File: src/hw/rtl/upe_pkg.sv
// shared types, constants and helpers for the utf-8 path json escaper
package upe_pkg;

   // register reset values
   localparam logic [15:0] MAX_LENGTH_RST      = 16'd4096;
   localparam logic [7:0]  MAX_SEGMENTS_RST    = 8'd32;
   localparam logic [15:0] MAX_CODE_POINTS_RST = 16'd1024;
   localparam logic [15:0] OUTPUT_LIMIT_RST    = 16'd4096;

   // depth of the queue between front and back
   localparam int UPE_QUEUE_DEPTH = 4;

   // register indexes on the csr port
   localparam int CSR_INDEX_W = 2;
   localparam logic [CSR_INDEX_W-1:0] CSR_MAX_LENGTH      = 2'd0;
   localparam logic [CSR_INDEX_W-1:0] CSR_MAX_SEGMENTS    = 2'd1;
   localparam logic [CSR_INDEX_W-1:0] CSR_MAX_CODE_POINTS = 2'd2;
   localparam logic [CSR_INDEX_W-1:0] CSR_OUTPUT_LIMIT    = 2'd3;
   localparam int CSR_DATA_W = 16;

   // character codes
   localparam logic [7:0] CHAR_SLASH  = 8'h2f;
   localparam logic [7:0] CHAR_DOT    = 8'h2e;
   localparam logic [7:0] CHAR_QUOTE  = 8'h22;
   localparam logic [7:0] CHAR_BSLASH = 8'h5c;
   localparam logic [7:0] CHAR_U      = 8'h75;
   localparam logic [7:0] CHAR_DEL    = 8'h7f;
   localparam logic [7:0] CHAR_SPACE  = 8'h20;

   // code point limits
   localparam logic [20:0] CP_MAX     = 21'h10ffff;
   localparam logic [20:0] CP_SUR_LO  = 21'h00d800;
   localparam logic [20:0] CP_SUR_HI  = 21'h00dfff;
   localparam logic [20:0] CP_PLANE1  = 21'h010000;
   localparam logic [5:0]  SUR_HIGH_TAG = 6'b110110;
   localparam logic [5:0]  SUR_LOW_TAG  = 6'b110111;

   // headroom kept below the output limit before each character
   localparam logic [16:0] OUT_HEADROOM = 17'd13;

   // how one character expands on the output
   typedef enum logic [2:0] {
      KIND_NONE,
      KIND_ASCII,
      KIND_QUOTE,
      KIND_BMP,
      KIND_PAIR
   } upe_kind_type;

   // configuration registers
   typedef struct packed {
      logic [15:0] max_length;
      logic [7:0]  max_segments;
      logic [15:0] max_code_points;
      logic [15:0] output_limit;
   } upe_cfg_type;

   // one queue entry: an escaped character and/or the closing status
   typedef struct packed {
      upe_kind_type kind;
      logic [15:0]  unit_hi;
      logic [15:0]  unit_lo;
      logic         has_status;
      logic         status;
   } upe_job_type;

   // number of bytes a character kind expands to
   function automatic logic [3:0] kind_bytes(input upe_kind_type kind);
      logic [3:0] n;
      unique case (kind)
         KIND_NONE:  n = 4'd0;
         KIND_ASCII: n = 4'd1;
         KIND_QUOTE: n = 4'd2;
         KIND_BMP:   n = 4'd6;
         KIND_PAIR:  n = 4'd12;
         default:    n = 4'd0;
      endcase
      return n;
   endfunction

   // lower-case hex digit
   function automatic logic [7:0] hex_char(input logic [3:0] nib);
      logic [7:0] c;
      if (nib < 4'd10) begin
         c = 8'h30 + {4'h0, nib};
      end else begin
         c = 8'h57 + {4'h0, nib};
      end
      return c;
   endfunction

   // smallest legal code point for each sequence length
   function automatic logic [20:0] min_by_class(input logic [1:0] cls);
      logic [20:0] m;
      unique case (cls)
         2'd0:    m = 21'h0;
         2'd1:    m = 21'h80;
         2'd2:    m = 21'h800;
         default: m = 21'h10000;
      endcase
      return m;
   endfunction

   // empty, dot or dot-dot segment
   function automatic logic segment_bad(input logic [1:0] len, input logic all_dots);
      return (len == 2'd0) || (all_dots && (len <= 2'd2));
   endfunction

endpackage

File: src/hw/rtl/upe_front.sv
// front: decodes utf-8, checks path rules and limits, queues escape jobs
module upe_front
   import upe_pkg::*;
(
   input  logic        clock,
   input  logic        reset,
   input  upe_cfg_type cfg,
   input  logic        req_valid,
   input  logic [7:0]  req_in_byte,
   input  logic        req_in_last,
   output logic        req_stall,
   input  logic        q_full,
   output logic        q_push,
   output upe_job_type q_data
);

   logic [20:0] code_point_acc_ff, code_point_acc_in;
   logic [1:0]  pending_ff, pending_in;
   logic [1:0]  min_class_ff, min_class_in;
   logic [15:0] byte_count_ff, byte_count_in;
   logic [1:0]  seg_len_ff, seg_len_in;
   logic        all_dots_ff, all_dots_in;
   logic [7:0]  seg_count_ff, seg_count_in;
   logic [15:0] cp_count_ff, cp_count_in;
   logic [15:0] out_count_ff, out_count_in;
   logic        error_ff, error_in;

   logic        accept;
   logic        err;
   logic        ready;
   logic [20:0] cp;
   logic [20:0] pair_v;
   logic [16:0] out_sum;
   upe_kind_type kind;

   assign req_stall = q_full;
   assign accept    = req_valid && !q_full;
   assign out_sum   = {1'b0, out_count_ff} + OUT_HEADROOM;
   assign pair_v    = cp - CP_PLANE1;

   // per-beat decode and checks
   always_comb begin
      code_point_acc_in = code_point_acc_ff;
      pending_in        = pending_ff;
      min_class_in      = min_class_ff;
      byte_count_in     = byte_count_ff;
      seg_len_in        = seg_len_ff;
      all_dots_in       = all_dots_ff;
      seg_count_in      = seg_count_ff;
      cp_count_in       = cp_count_ff;
      out_count_in      = out_count_ff;
      error_in          = error_ff;
      err               = 1'b0;
      ready             = 1'b0;
      cp                = '0;
      kind              = KIND_NONE;

      if (!error_ff) begin
         // length limit
         if (byte_count_ff >= cfg.max_length) begin
            err = 1'b1;
         end else begin
            byte_count_in = byte_count_ff + 16'd1;
         end

         // segment rules
         if (req_in_byte == CHAR_SLASH) begin
            if (segment_bad(seg_len_ff, all_dots_ff)) begin
               err = 1'b1;
            end
            if (seg_count_ff >= cfg.max_segments) begin
               err = 1'b1;
            end else begin
               seg_count_in = seg_count_ff + 8'd1;
            end
            seg_len_in  = 2'd0;
            all_dots_in = 1'b1;
         end else begin
            if (seg_len_ff != 2'd3) begin
               seg_len_in = seg_len_ff + 2'd1;
            end
            if (req_in_byte != CHAR_DOT) begin
               all_dots_in = 1'b0;
            end
         end

         // utf-8 decode
         if (pending_ff == 2'd0) begin
            if (!req_in_byte[7]) begin
               cp           = {13'd0, req_in_byte};
               min_class_in = 2'd0;
               ready        = 1'b1;
            end else if (req_in_byte >= 8'hc2 && req_in_byte <= 8'hdf) begin
               code_point_acc_in = {16'd0, req_in_byte[4:0]};
               pending_in        = 2'd1;
               min_class_in      = 2'd1;
            end else if (req_in_byte >= 8'he0 && req_in_byte <= 8'hef) begin
               code_point_acc_in = {17'd0, req_in_byte[3:0]};
               pending_in        = 2'd2;
               min_class_in      = 2'd2;
            end else if (req_in_byte >= 8'hf0 && req_in_byte <= 8'hf4) begin
               code_point_acc_in = {18'd0, req_in_byte[2:0]};
               pending_in        = 2'd3;
               min_class_in      = 2'd3;
            end else begin
               err = 1'b1;
            end
         end else if (req_in_byte[7:6] != 2'b10) begin
            err = 1'b1;
         end else begin
            code_point_acc_in = {code_point_acc_ff[14:0], req_in_byte[5:0]};
            pending_in        = pending_ff - 2'd1;
            if (pending_ff == 2'd1) begin
               cp    = {code_point_acc_ff[14:0], req_in_byte[5:0]};
               ready = 1'b1;
            end
         end

         // end of path with open sequence or bad final segment
         if (req_in_last && (pending_in != 2'd0 || segment_bad(seg_len_in, all_dots_in))) begin
            err = 1'b1;
         end

         // character checks and expansion
         if (!err && ready) begin
            if (cp < min_by_class(min_class_in) || cp > CP_MAX ||
                (cp >= CP_SUR_LO && cp <= CP_SUR_HI) || cp < {13'd0, CHAR_SPACE} ||
                cp == {13'd0, CHAR_DEL} || cp == {13'd0, CHAR_BSLASH} ||
                cp_count_ff >= cfg.max_code_points ||
                out_sum >= {1'b0, cfg.output_limit}) begin
               err = 1'b1;
            end else begin
               cp_count_in = cp_count_ff + 16'd1;
               if (cp == {13'd0, CHAR_QUOTE}) begin
                  kind = KIND_QUOTE;
               end else if (cp < 21'h80) begin
                  kind = KIND_ASCII;
               end else if (cp < CP_PLANE1) begin
                  kind = KIND_BMP;
               end else begin
                  kind = KIND_PAIR;
               end
               out_count_in = out_count_ff + {12'd0, kind_bytes(kind)};
            end
         end

         if (err) begin
            error_in = 1'b1;
            kind     = KIND_NONE;
         end
      end
   end

   // queue entry
   always_comb begin
      q_data.kind       = kind;
      q_data.has_status = req_in_last;
      q_data.status     = error_in;
      if (kind == KIND_PAIR) begin
         q_data.unit_hi = {SUR_HIGH_TAG, pair_v[19:10]};
         q_data.unit_lo = {SUR_LOW_TAG, pair_v[9:0]};
      end else begin
         q_data.unit_hi = cp[15:0];
         q_data.unit_lo = cp[15:0];
      end
   end

   assign q_push = accept && (kind != KIND_NONE || req_in_last);

   // path state, cleared after the final beat
   always_ff @(posedge clock) begin
      if (reset || (accept && req_in_last)) begin
         code_point_acc_ff <= '0;
         pending_ff        <= '0;
         min_class_ff      <= '0;
         byte_count_ff     <= '0;
         seg_len_ff        <= '0;
         all_dots_ff       <= 1'b1;
         seg_count_ff      <= 8'd1;
         cp_count_ff       <= '0;
         out_count_ff      <= '0;
         error_ff          <= 1'b0;
      end else if (accept) begin
         code_point_acc_ff <= code_point_acc_in;
         pending_ff        <= pending_in;
         min_class_ff      <= min_class_in;
         byte_count_ff     <= byte_count_in;
         seg_len_ff        <= seg_len_in;
         all_dots_ff       <= all_dots_in;
         seg_count_ff      <= seg_count_in;
         cp_count_ff       <= cp_count_in;
         out_count_ff      <= out_count_in;
         error_ff          <= error_in;
      end
   end

endmodule

File: src/hw/rtl/upe_queue.sv
// small register queue between front and back
module upe_queue
   import upe_pkg::*;
#(
   parameter int DEPTH = UPE_QUEUE_DEPTH
) (
   input  logic        clock,
   input  logic        reset,
   input  logic        push,
   input  upe_job_type push_data,
   input  logic        pop,
   output upe_job_type head,
   output logic        not_empty,
   output logic        full
);

   localparam int PTR_W = (DEPTH > 1) ? $clog2(DEPTH) : 1;
   localparam int CNT_W = $clog2(DEPTH + 1);
   localparam logic [PTR_W-1:0] PTR_LAST = PTR_W'(DEPTH - 1);
   localparam logic [CNT_W-1:0] CNT_FULL = CNT_W'(DEPTH);

   upe_job_type           entries_ff [DEPTH];
   logic [PTR_W-1:0]      wr_ptr_ff, wr_ptr_in;
   logic [PTR_W-1:0]      rd_ptr_ff, rd_ptr_in;
   logic [CNT_W-1:0]      count_ff, count_in;

   assign head      = entries_ff[rd_ptr_ff];
   assign not_empty = (count_ff != '0);
   assign full      = (count_ff == CNT_FULL);

   // pointer and fill count
   always_comb begin
      wr_ptr_in = wr_ptr_ff;
      rd_ptr_in = rd_ptr_ff;
      count_in  = count_ff;
      if (push) begin
         wr_ptr_in = (wr_ptr_ff == PTR_LAST) ? '0 : wr_ptr_ff + PTR_W'(1);
      end
      if (pop) begin
         rd_ptr_in = (rd_ptr_ff == PTR_LAST) ? '0 : rd_ptr_ff + PTR_W'(1);
      end
      if (push && !pop) begin
         count_in = count_ff + CNT_W'(1);
      end else if (pop && !push) begin
         count_in = count_ff - CNT_W'(1);
      end
   end

   always_ff @(posedge clock) begin
      if (reset) begin
         wr_ptr_ff <= '0;
         rd_ptr_ff <= '0;
         count_ff  <= '0;
      end else begin
         wr_ptr_ff <= wr_ptr_in;
         rd_ptr_ff <= rd_ptr_in;
         count_ff  <= count_in;
      end
   end

   // entry storage
   always_ff @(posedge clock) begin
      if (push) begin
         entries_ff[wr_ptr_ff] <= push_data;
      end
   end

endmodule

File: src/hw/rtl/upe_back.sv
// back: expands queued jobs into escaped bytes and status beats
module upe_back
   import upe_pkg::*;
(
   input  logic        clock,
   input  logic        reset,
   input  upe_job_type q_head,
   input  logic        q_not_empty,
   output logic        q_pop,
   output logic        rsp_valid,
   input  logic        rsp_stall,
   output logic [7:0]  rsp_out_byte,
   output logic        rsp_byte_valid,
   output logic        rsp_out_last,
   output logic        rsp_status
);

   upe_job_type cur_ff;
   logic        busy_ff, busy_in;
   logic [3:0]  idx_ff, idx_in;
   logic        rsp_valid_ff, rsp_valid_in;
   logic [7:0]  rsp_byte_ff;
   logic        rsp_byte_valid_ff;
   logic        rsp_last_ff;
   logic        rsp_status_ff;

   logic        out_free;
   logic        advance;
   logic        last_beat;
   logic [3:0]  n_bytes;
   logic        is_data;
   logic [15:0] unit;
   logic [3:0]  pos;
   logic [7:0]  beat_byte;

   assign n_bytes   = kind_bytes(cur_ff.kind);
   assign is_data   = (idx_ff < n_bytes);
   assign last_beat = cur_ff.has_status ? (idx_ff == n_bytes) : (idx_ff == n_bytes - 4'd1);
   assign out_free  = !rsp_valid_ff || !rsp_stall;
   assign advance   = busy_ff && out_free;
   assign q_pop     = q_not_empty && (!busy_ff || (advance && last_beat));

   // which half of a surrogate pair and where in the escape
   assign unit = (idx_ff >= 4'd6) ? cur_ff.unit_lo : cur_ff.unit_hi;
   assign pos  = (idx_ff >= 4'd6) ? idx_ff - 4'd6 : idx_ff;

   // byte for the current beat
   always_comb begin
      beat_byte = 8'h00;
      if (is_data) begin
         unique case (cur_ff.kind) inside
            KIND_ASCII: beat_byte = cur_ff.unit_hi[7:0];
            KIND_QUOTE: beat_byte = (idx_ff == 4'd0) ? CHAR_BSLASH : CHAR_QUOTE;
            KIND_BMP, KIND_PAIR: begin
               case (pos[2:0])
                  3'd0:    beat_byte = CHAR_BSLASH;
                  3'd1:    beat_byte = CHAR_U;
                  3'd2:    beat_byte = hex_char(unit[15:12]);
                  3'd3:    beat_byte = hex_char(unit[11:8]);
                  3'd4:    beat_byte = hex_char(unit[7:4]);
                  default: beat_byte = hex_char(unit[3:0]);
               endcase
            end
            default:    beat_byte = 8'h00;
         endcase
      end
   end

   // sequencing of the current job
   always_comb begin
      busy_in      = busy_ff;
      idx_in       = idx_ff;
      rsp_valid_in = advance || (rsp_valid_ff && rsp_stall);
      if (q_pop) begin
         busy_in = 1'b1;
         idx_in  = '0;
      end else if (advance && last_beat) begin
         busy_in = 1'b0;
      end else if (advance) begin
         idx_in = idx_ff + 4'd1;
      end
   end

   always_ff @(posedge clock) begin
      if (reset) begin
         busy_ff      <= 1'b0;
         idx_ff       <= '0;
         rsp_valid_ff <= 1'b0;
      end else begin
         busy_ff      <= busy_in;
         idx_ff       <= idx_in;
         rsp_valid_ff <= rsp_valid_in;
      end
   end

   // job and output payload
   always_ff @(posedge clock) begin
      if (q_pop) begin
         cur_ff <= q_head;
      end
      if (advance) begin
         rsp_byte_ff       <= beat_byte;
         rsp_byte_valid_ff <= is_data;
         rsp_last_ff       <= !is_data;
         rsp_status_ff     <= !is_data && cur_ff.status;
      end
   end

   assign rsp_valid      = rsp_valid_ff;
   assign rsp_out_byte   = rsp_byte_ff;
   assign rsp_byte_valid = rsp_byte_valid_ff;
   assign rsp_out_last   = rsp_last_ff;
   assign rsp_status     = rsp_status_ff;

endmodule

File: src/hw/rtl/utf8_path_json_escaper.sv
// top level of the utf-8 path to ascii json string escaper
//
//   channel  direction  handshake             payload
//   req      in         req_valid/req_stall   req_in_byte, req_in_last
//   rsp      out        rsp_valid/rsp_stall   rsp_out_byte, rsp_byte_valid,
//                                             rsp_out_last, rsp_status
//   csr      in         csr_we                csr_index, csr_wdata
//
// the front takes one byte a cycle while the job queue has room and queues one job per
// character, the final byte's job also carrying the status; the back sends one beat a
// cycle from its output register while rsp is not stalled, so a character becomes 1, 2,
// 6 or 12 data beats and the status one more. a byte passes the queue, the back's job
// register and the output register. req_stall rises while the job queue is full; a
// stalled rsp holds its register. reset is synchronous and restores the defaults.
module utf8_path_json_escaper
   import upe_pkg::*;
#(
   parameter int QUEUE_DEPTH = UPE_QUEUE_DEPTH
) (
   input  logic                   clock,
   input  logic                   reset,
   input  logic                   req_valid,
   output logic                   req_stall,
   input  logic [7:0]             req_in_byte,
   input  logic                   req_in_last,
   output logic                   rsp_valid,
   input  logic                   rsp_stall,
   output logic [7:0]             rsp_out_byte,
   output logic                   rsp_byte_valid,
   output logic                   rsp_out_last,
   output logic                   rsp_status,
   input  logic                   csr_we,
   input  logic [CSR_INDEX_W-1:0] csr_index,
   input  logic [CSR_DATA_W-1:0]  csr_wdata
);

   upe_cfg_type cfg_ff;
   upe_job_type push_data;
   upe_job_type head;
   logic        push;
   logic        pop;
   logic        not_empty;
   logic        full;

   // configuration registers
   always_ff @(posedge clock) begin
      if (reset) begin
         cfg_ff.max_length      <= MAX_LENGTH_RST;
         cfg_ff.max_segments    <= MAX_SEGMENTS_RST;
         cfg_ff.max_code_points <= MAX_CODE_POINTS_RST;
         cfg_ff.output_limit    <= OUTPUT_LIMIT_RST;
      end else if (csr_we) begin
         unique case (csr_index)
            CSR_MAX_LENGTH:      cfg_ff.max_length      <= csr_wdata;
            CSR_MAX_SEGMENTS:    cfg_ff.max_segments    <= csr_wdata[7:0];
            CSR_MAX_CODE_POINTS: cfg_ff.max_code_points <= csr_wdata;
            CSR_OUTPUT_LIMIT:    cfg_ff.output_limit    <= csr_wdata;
            default:             cfg_ff                 <= cfg_ff;
         endcase
      end
   end

   upe_front u_front (
      .clock       (clock),
      .reset       (reset),
      .cfg         (cfg_ff),
      .req_valid   (req_valid),
      .req_in_byte (req_in_byte),
      .req_in_last (req_in_last),
      .req_stall   (req_stall),
      .q_full      (full),
      .q_push      (push),
      .q_data      (push_data)
   );

   upe_queue #(
      .DEPTH (QUEUE_DEPTH)
   ) u_queue (
      .clock     (clock),
      .reset     (reset),
      .push      (push),
      .push_data (push_data),
      .pop       (pop),
      .head      (head),
      .not_empty (not_empty),
      .full      (full)
   );

   upe_back u_back (
      .clock          (clock),
      .reset          (reset),
      .q_head         (head),
      .q_not_empty    (not_empty),
      .q_pop          (pop),
      .rsp_valid      (rsp_valid),
      .rsp_stall      (rsp_stall),
      .rsp_out_byte   (rsp_out_byte),
      .rsp_byte_valid (rsp_byte_valid),
      .rsp_out_last   (rsp_out_last),
      .rsp_status     (rsp_status)
   );

endmodule

File: config.mk
export PLATFORM = sky130hd
export DESIGN_NAME = utf8_path_json_escaper
export DESIGN_NICKNAME = d
export VERILOG_FILES = /design/src/hw/rtl/upe_pkg.sv /design/src/hw/rtl/upe_front.sv /design/src/hw/rtl/upe_queue.sv /design/src/hw/rtl/upe_back.sv /design/src/hw/rtl/utf8_path_json_escaper.sv
export SDC_FILE = /design/constraint.sdc
export NUM_CORES = 1
export LEC_CHECK = 0
export ABC_AREA = 1
export BUFFER_PORTS_ARGS = -buffer_cell sky130_fd_sc_hd__buf_2
export CORE_ASPECT_RATIO = 0.5
export CORE_MARGIN = 4
export CORE_UTILIZATION = 30
export CTS_CLUSTER_DIAMETER = 150
export DETAILED_ROUTE_END_ITERATION = 10
export GPL_TIMING_DRIVEN = 0
export HOLD_SLACK_MARGIN = 0.02
export PLACE_DENSITY = 0.43
export SYNTH_ARGS = -nofsm -noshare
export SYNTH_HDL_FRONTEND = slang
export SYNTH_SLANG_ARGS = --single-unit
File: constraint.sdc
create_clock -name clock -period 6.2 [get_ports clock]
set_input_delay 0.93 -clock clock [delete_from_list [all_inputs] [get_ports clock]]
set_output_delay 0.93 -clock clock [all_outputs]
set_load 0.01 [all_outputs]
==> summary.md, run 1 <==
| Metric | Value |
|---|---|
| Remaining antenna violation count | `0` |
| Top routing layer used | `met4` |
| Mapped Nets | `between 1500 and 2000` |
| Net switching component of the power | `about 2200 µW` |
| Sequential element share of the synthesized area | `0.506` |
| Routability congestion estimate | `around 0.86` |
| Leading cell type by number of instances after synthesis | `sky130_fd_sc_hd__nand2_1` |
| Unique cell type count in the Yosys netlist | `between 40 and 50` |
| Fin crit share | `0.774` |
| Worst-case vdd ir drop | `about 160 µV` |
| Post-DP HPWL | `33600 µm` |
| Crit path cell chain | `nor3_1 > inv_1 > ha_1 > nor2_1 > nor2_1 > nand4_1 > o31ai_1 > a21oi_1 > nor2_4 > inv_1 > ha_1 > inv_1 > fa_1 > o21ai_0 > a21oi_1` |
| Cells after synthesis | `between 1500 and 2000` |
| Share of cells above drive strength 1 | `0.0652` |
| CTS clk-pin slew, worst paths | `roughly 0.070 ns` |
| Setup repair after global routing missed its margin | `false` |
| Crit path setup slack, layout | `1.40 ns` |
| Die X | `roughly 330 µm` |
| Flip-flop cell with the highest count after synthesis | `sky130_fd_sc_hd__edfxtp_1` |
| Combinational group share of total power | `0.263` |
| Pwr Density | `354 nW/µm²` |
| Post-place setup slack | `1.32 ns` |
| Number of sinks driven by the clock tree | `around 320` |
| Cell family with most CP delay | `simple AND/OR/NAND/NOR gates` |
| Largest area contributor in the synthesized netlist | `sky130_fd_sc_hd__edfxtp_1` |
| Number of slew-limit violations in the final report | `0` |
| Sw Share | `0.342` |
| Total die area | `around 57000 µm²` |
| Share of async-settable or async-resettable flops after synthesis | `0` |
| Post-layout min period | `approximately 4.8 ns` |
| Antenna violations before repair | `4` |
| Final Setup Violations | `0` |
| Delay contributed by the slowest stage of the critical path | `a little over 0.7 ns` |
| Cell leakage power | `around 0.007 µW` |
| Later-pin clock latency in the skew report | `approximately 0.54 ns` |
| Starting Density | `0.306` |
| DRC violation total after the first TritonRoute iteration | `around 760` |
| CP max stage cell | `sky130_fd_sc_hd__nor2_4` |
| Flop pwr share | `0.424` |
| Final setup skew | `approximately 0.022 ns` |
| Max cap viols | `0` |
| I/O pin cnt | `45` |
| Residual DRC | `0` |
| All-Layer GR Usage | `0.159` |
| Met1 WL | `22600 µm` |
| Number of buffers added on ports | `44` |
| Leading cell types by total area after synthesis | `sky130_fd_sc_hd__edfxtp_1, sky130_fd_sc_hd__dfxtp_1, sky130_fd_sc_hd__ha_1` |
| Wire length of the first global-routing pass | `slightly above 70000 µm` |
| Count of standard-cell rows | `a little under 60` |
| HP Class | `flop to flop` |
| Routed met3 length | `1550 µm` |
| Number of enable-type register cells in the synthesized netlist | `171` |
| Syn_area_per_cell | `8.54 µm²` |
| Max transition margin | `0.335` |
| Cell total after placement | `about 2600` |
| Post-route setup TNS | `0 ns` |
| Fin. Hold Viols | `0` |
| Syn. warnings | `0` |
| Post-synth top area share | `0.321` |
| CTS H-tree lvls | `2` |
| Power Total | `6470 µW` |
| Sum of met2 wire segment lengths after detailed routing | `20600 µm` |
| Run status | `finished, final reports clean` |
| Crit-path max FO | `34` |
| Count of buffer and inverter cells on the critical path | `3` |
| Vertical extent of the die | `roughly 170 µm` |
| Core ar. | `roughly 52000 µm²` |
| Root Buffer | `sky130_fd_sc_hd__clkbuf_16` |
| Top cell by count, worst path | `sky130_fd_sc_hd__inv_1` |
| Fill cell count | `5472` |
| Vias per cell | `~4.7` |
| Register bit count reported by yosys | `~320` |
| Number of global-route vias before repair | `12100` |
| CP arrival | `approximately 5.2 ns` |
| Average wire length per cell after detail routing | `17.0 µm` |
| Length of the first detailed-routing pass in iterations | `6` |
| Count of hold-fix buffers inserted at cts | `0` |
| Deepest clock path buffer count | `3` |
| Fin nets | `2081` |
| Maximum clock rate | `between 200 and 250 MHz` |
| Total Wirelength | `between 40000 and 50000 µm` |
| Relative contribution of the clock network to total power | `0.314` |
| Post-layout util | `0.350` |
| Vias | `12600` |
| Slew of the pin with the lowest slew margin | `slightly below 1 ns` |
| Kind of critical path | `flop to flop` |
| Buffers inserted by post-CTS timing repair | `0` |
| Critical Path RT | `roughly 6.6 ns` |
| Synth top cells by count | `sky130_fd_sc_hd__nand2_1, sky130_fd_sc_hd__nor2_1, sky130_fd_sc_hd__inv_1` |
| Design internal power | `roughly 4300 µW` |
| Synth-to-layout area growth | `14.5%` |
| CTS tree | `built` |
| Post-Synthesis Cell Area | `about 16000 µm²` |
| Largest net degree at the start of global routing | `35` |
| Post-cts repair resize count | `0` |
| Number of CTS-inserted buffers | `35` |
| GRT overflow | `0` |
| Category of the worst setup path launch point | `flop` |
| Worst Setup End Kind | `flop` |
| Number of cells in the finished layout apart from fillers | `~2700` |
power groups by stage:
stage               combinational, µW  clock [µW]  sequential (µW)
global route                     1940        2180             2770
CTS                              1730        2090             2750
detailed placement               1730           0             2800
global placement                 1710           0             2800
floorplan                        1110           0             2760
finish                           1700        2030             2740
layout make-up:
cell class,count,area (µm²),area share
antenna,2,5.00,0.000273
buffer,65,272,0.0148
clock buffer,45,945,0.0516
clock inverter,13,126,0.00690
inverter,234,878,0.0480
multi-input combinational,1256,6790,0.371
sequential,319,8100,0.442
tap,701,877,0.0479
timing repair buffer,48,323,0.0176
worst register-to-register path: cells and delay by family (launching register included):
kind / cells / cell delay [ns]
flip-flops: 1 / 0.45
AO/OA/AOI/OAI: 4 / 0.78
AND/OR/NAND/NOR: 5 / 1.68
buffers and inverters: 3 / 0.71
adder cells (fa/ha/maj): 3 / 1.06
cell usage in the layout (no fill, tap or decap), types with 10 or more instances in the layout:
master and count:
sky130_fd_sc_hd__o21ai_1 20, sky130_fd_sc_hd__o211ai_1 10, sky130_fd_sc_hd__dfxtp_1 148, sky130_fd_sc_hd__nor3_1 37
sky130_fd_sc_hd__xnor2_1 14, sky130_fd_sc_hd__a21oi_1 160, sky130_fd_sc_hd__xor2_1 35, sky130_fd_sc_hd__clkbuf_16 36
sky130_fd_sc_hd__ha_1 88, sky130_fd_sc_hd__clkbuf_1 61, sky130_fd_sc_hd__nand4_1 18, sky130_fd_sc_hd__buf_2 51
sky130_fd_sc_hd__inv_1 231, sky130_fd_sc_hd__nand2_1 290, sky130_fd_sc_hd__edfxtp_1 171, sky130_fd_sc_hd__nand3_1 59
sky130_fd_sc_hd__o21ai_0 196, sky130_fd_sc_hd__nor2_1 229, sky130_fd_sc_hd__o22ai_1 33
registers in the layout, indices dropped and copies added, names as in the netlist, 3 cells and up:
register and count:
cfg_ff 56, u_back.rsp_out_byte 8, u_front.byte_count_ff 16, u_back.idx_ff 4
u_front.seg_count_ff 8, u_queue.entries_ff 128, u_front.code_point_acc_ff 15, u_front.out_count_ff 16
u_front.cp_count_ff 16, u_queue.count_ff 3, u_back.cur_ff 32
logic make-up after synthesis:
kind of cell    Yosys count  synth area share
simple gates            670             0.175
compound gates          445             0.148
flops                   319             0.506
buf+inv                 299            0.0719
fa+ha+maj                90            0.0713
xor+xnor                 49            0.0268
mux                       2           0.00125
through the flow:
stage / hold slack [ns] / cell area (µm²)
6_report: 0.460 / 18300
2_1_floorplan: 0.435 / 16000
3_3_place_gp: 0.455 / 17100
4_1_cts: 0.464 / 18300
3_5_place_dp: 0.454 / 17200
5_1_grt: 0.478 / 18300
metal layers:
layer / GRT usage / vias to the layer above
li1: - / 6498
met1: 0.221 / 5854
met2: 0.262 / 185
met3: 0.0241 / 60
met4: 0.0371 / 0
met5: 0 / -
worst paths after layout:
kind | slack [ns] | startpoint | end | depth (start not counted)
min reg2reg | 0.46 | cfg_ff[51] | cfg_ff[51] | 2
min | 0.46 | cfg_ff[51] | cfg_ff[51] | 2
max | 1.40 | u_back.cur_ff[36] | u_queue.count_ff[1] | 15
max reg2reg | 1.40 | u_back.cur_ff[36] | u_queue.count_ff[1] | 15
(Power assumes the default switching activity.)
==> run 2, diff against run 1 <==
--- a/config.mk
+++ b/config.mk
@@ -14,7 +14,7 @@
 export DETAILED_ROUTE_END_ITERATION = 10
 export GPL_TIMING_DRIVEN = 0
 export HOLD_SLACK_MARGIN = 0.02
-export PLACE_DENSITY = 0.43
+export PLACE_DENSITY = 0.45
 export SYNTH_ARGS = -nofsm -noshare
 export SYNTH_HDL_FRONTEND = slang
 export SYNTH_SLANG_ARGS = --single-unit
==> constraint.sdc (replaced) <==
create_clock -name clock -period 4.4 [get_ports clock]
set_input_delay 0.66 -clock clock [delete_from_list [all_inputs] [get_ports clock]]
set_output_delay 0.66 -clock clock [all_outputs]
set_load 0.01 [all_outputs]
==> run 2 against run 1 <==
Compared with the run above: routed wire length fell by 1.5%; cell area is 0.49% higher; utilization is 0.17 points higher; clock skew increased by 0.0063 ns; global-route usage down 0.30 points; critical path depth up 12; hold slack worse by 0.056 ns; via count is 0.48% higher; final cell count grew 0.11%; non-clock buffer count is the same; count of clock-buffer cells in the layout grew 4; fmax grew 17%; critical path type unchanged; critical endpoint is now u_queue.count_ff[2]; highest routed layer is now met5.
==> summary.md, run 2 (same netlist as run 1, synthesis figures left out) <==
| Metric | Value |
|---|---|
| Crit-path max FO | `5 (-85%)` |
| Vertical extent of the die | `171 µm (unchanged)` |
| Register area | `8110 µm² (+0.11%)` |
| Largest net degree at the start of global routing | `29 (-17%)` |
| DRC violation total after the first TritonRoute iteration | `868 (+15%)` |
| I/O pin cnt | `45 (unchanged)` |
| Number of slew-limit violations in the final report | `0 (unchanged)` |
| Max transition margin | `0.281 (-0.0542)` |
| HP Class | `input port to flop` |
| Maximum clock rate | `245 MHz (+17%)` |
| Later-pin clock latency in the skew report | `0.54 ns (about the same)` |
| Total Wirelength | `44800 µm (-1.5%)` |
| Residual DRC | `0 (unchanged)` |
| Levels on crit path | `27 (+12)` |
| Max cap viols | `0 (unchanged)` |
| Fin. Hold Viols | `0 (unchanged)` |
| Run status | `finished, final reports clean` |
| Worst hold slack | `0.405 ns (-0.0555 ns)` |
| Top reg by flops | `u_queue.entries_ff` |
| Post-layout min period | `4.09 ns (-0.710 ns)` |
| Share of cells above drive strength 1 | `0.0786 (+0.0135)` |
| Slew of the pin with the lowest slew margin | `1.07 ns (+0.0767 ns)` |
| Routability congestion estimate | `0.806 (-6.6%)` |
| Cell family with most CP delay | `simple AND/OR/NAND/NOR gates` |
| Die X | `335 µm (unchanged)` |
| Fin nets | `2081 (unchanged)` |
| WHS Path Cells | `3 (+1)` |
| Critical Path RT | `4.85 ns (-1.76 ns)` |
| Number of global-route vias before repair | `12100 (-0.20%)` |
| Count of standard-cell rows | `59 (unchanged)` |
| Largest registers | `u_queue.entries_ff x128, cfg_ff x56, u_back.cur_ff x32` |
| Root Buffer | `sky130_fd_sc_hd__clkbuf_16` |
| Total die area | `57300 µm² (unchanged)` |
| Average wire length per cell after detail routing | `16.7 µm (-1.7%)` |
| Core ar. | `52300 µm² (unchanged)` |
| Fin crit share | `0.929 (+0.155)` |
| GRT overflow | `0 (unchanged)` |
| Delay contributed by the slowest stage of the critical path | `0.40 ns (-0.32 ns)` |
| Worst Setup End Kind | `flop` |
| Sw Share | `0.345 (+0.00232)` |
| Wire length of the first global-routing pass | `69800 µm (-1.8%)` |
| Number of buffers added on ports | `44 (unchanged)` |
| Deepest clock path buffer count | `3 (unchanged)` |
| Fill cell count | `5447 (-0.46%)` |
| Pwr Density | `501 nW/µm² (+42%)` |
| Area of the multi-input gates | `6830 µm² (+0.70%)` |
| Length of the first detailed-routing pass in iterations | `5 (-1)` |
| Post-DP HPWL | `32600 µm (-3.0%)` |
| Design internal power | `6050 µW (+42%)` |
| Final Setup Violations | `0 (unchanged)` |
| Net switching component of the power | `3180 µW (+43%)` |
| Post-route setup TNS | `0 ns (unchanged)` |
| Number of cells in the finished layout apart from fillers | `2686 (+0.11%)` |
| Flop pwr share | `0.418 (-0.006)` |
| Setup repair after global routing missed its margin | `true` |
| CTS tree | `built` |
| Combinational group share of total power | `0.266 (+0.003)` |
| Most frequent standard cell in the layout excluding fill and tap cells | `sky130_fd_sc_hd__nand2_1` |
| Synth-to-layout area growth | `15.0%` |
| Count of buffer and inverter cells on the critical path | `1 (-2)` |
| All-Layer GR Usage | `0.156 (-0.00301)` |
| Cell leakage power | `0.00723 µW (+0.54%)` |
| Number of sinks driven by the clock tree | `319 (unchanged)` |
| Final setup skew | `0.0282 ns (+0.00634 ns)` |
| Worst-case vdd ir drop | `290 µV (+79%)` |
| CTS H-tree lvls | `2 (unchanged)` |
| CP arrival | `4.54 ns (-0.67 ns)` |
| Category of the worst setup path launch point | `flop` |
| Number of flip-flops under the largest register name | `128 (unchanged)` |
| Number of CTS-inserted buffers | `34 (-2.9%)` |
| Vias per cell | `4.71 (+0.36%)` |
| Remaining antenna violation count | `0 (unchanged)` |
| CP max stage cell | `sky130_fd_sc_hd__dfxtp_2` |
| Kind of critical path | `flop to flop` |
| Leading cell types in the layout, fill and taps excluded | `sky130_fd_sc_hd__nand2_1, sky130_fd_sc_hd__inv_1, sky130_fd_sc_hd__nor2_1` |
| CTS clk-pin slew, worst paths | `0.06 ns (about the same)` |
| Worst Reg2Reg Path Length in Cells | `27 (+12)` |
| Cell total after placement | `2623 (unchanged)` |
| Relative contribution of the clock network to total power | `0.317 (+0.003)` |
| Vias | `12700 (+0.48%)` |
| Antenna violations before repair | `2 (-2)` |
| Starting Density | `0.306 (unchanged)` |
-- run 2: final timing paths --
kind	startpoint	end	slack (ns)
hold reg to reg	cfg_ff[51]	cfg_ff[51]	0.46
hold / removal	csr_wdata[10]	cfg_ff[26]	0.40
setup / recovery	u_front.out_count_ff[0]	u_queue.count_ff[2]	0.31
setup reg to reg	u_front.out_count_ff[0]	u_queue.count_ff[2]	0.31
-- run 2: metal layers --
layer,global-route usage,part of all wire,up-vias
li1,-,-,6508
met1,0.214,0.49,5874
met2,0.260,0.45,210
met3,0.0241,0.040,63
met4,0.0384,0.022,2
met5,0,0.00029,-
-- run 2: through the flow --
step | area [µm²] | total power (µW) | worst slack [ns] | util
after floorplan | 16000 | 5450 | -0.0929 | -
after global placement | 17100 | 6330 | -2.20 | 0.327
after detailed placement | 17200 | 6360 | -0.641 | 0.329
after CTS | 18400 | 9360 | 0.00656 | 0.351
after global routing | 18400 | 9810 | -0.0421 | 0.351
final | 18400 | 9230 | 0.313 | 0.352
-- run 2: worst reg2reg max path, stage by stage (launching register included) --
cell,delay (ns)
sky130_fd_sc_hd__dfxtp_2,0.40
sky130_fd_sc_hd__a21oi_1,0.11
sky130_fd_sc_hd__nand2_1,0.08
sky130_fd_sc_hd__nand2_1,0.09
sky130_fd_sc_hd__nor2_1,0.28
sky130_fd_sc_hd__nand2_1,0.14
sky130_fd_sc_hd__nor2_1,0.14
sky130_fd_sc_hd__xor2_1,0.17
sky130_fd_sc_hd__ha_1,0.25
sky130_fd_sc_hd__nand2_1,0.08
sky130_fd_sc_hd__nor2_1,0.05
sky130_fd_sc_hd__nand4_1,0.09
sky130_fd_sc_hd__nand3b_1,0.19
sky130_fd_sc_hd__nor2_2,0.16
sky130_fd_sc_hd__nand2_1,0.06
sky130_fd_sc_hd__nor2_1,0.11
sky130_fd_sc_hd__nand3_1,0.14
sky130_fd_sc_hd__nor2_4,0.13
sky130_fd_sc_hd__nand4_1,0.13
sky130_fd_sc_hd__nand2_2,0.15
sky130_fd_sc_hd__ha_1,0.15
sky130_fd_sc_hd__inv_1,0.07
sky130_fd_sc_hd__fa_1,0.38
sky130_fd_sc_hd__nor2_1,0.11
sky130_fd_sc_hd__nor2_1,0.05
sky130_fd_sc_hd__nand2_1,0.07
sky130_fd_sc_hd__o21ai_0,0.08
sky130_fd_sc_hd__a21oi_1,0.15
-- run 2: power by group through the flow --
stage                     Combinational [µW]  Sequential, µW  Clock (µW)
after floorplan                         1570            3880           0
final                                   2450            3860        2920
after CTS                               2490            3870        3000
after global routing                    2790            3900        3120
after global placement                  2390            3940           0
after detailed placement                2430            3930           0
-- run 2: what timing repair did --
action,CTS,global route
hold endpoints to repair,0,0
hold buffers,0,0
cloned,1,0
buffers inserted,2,2
setup endpoints to repair,115,143
resized for setup,3,14
pin swaps,2,2
-- run 2: cell type report --
cell class | count | area share
diodes | 1 | 0.000136
flip-flops and latches | 319 | 0.441
inverters | 234 | 0.0477
clock buffers | 49 | 0.0526
plain buffers | 61 | 0.0139
clock inverters | 12 | 0.00728
well taps | 701 | 0.0477
multi-input cells | 1257 | 0.371
repair buffers | 52 | 0.0186
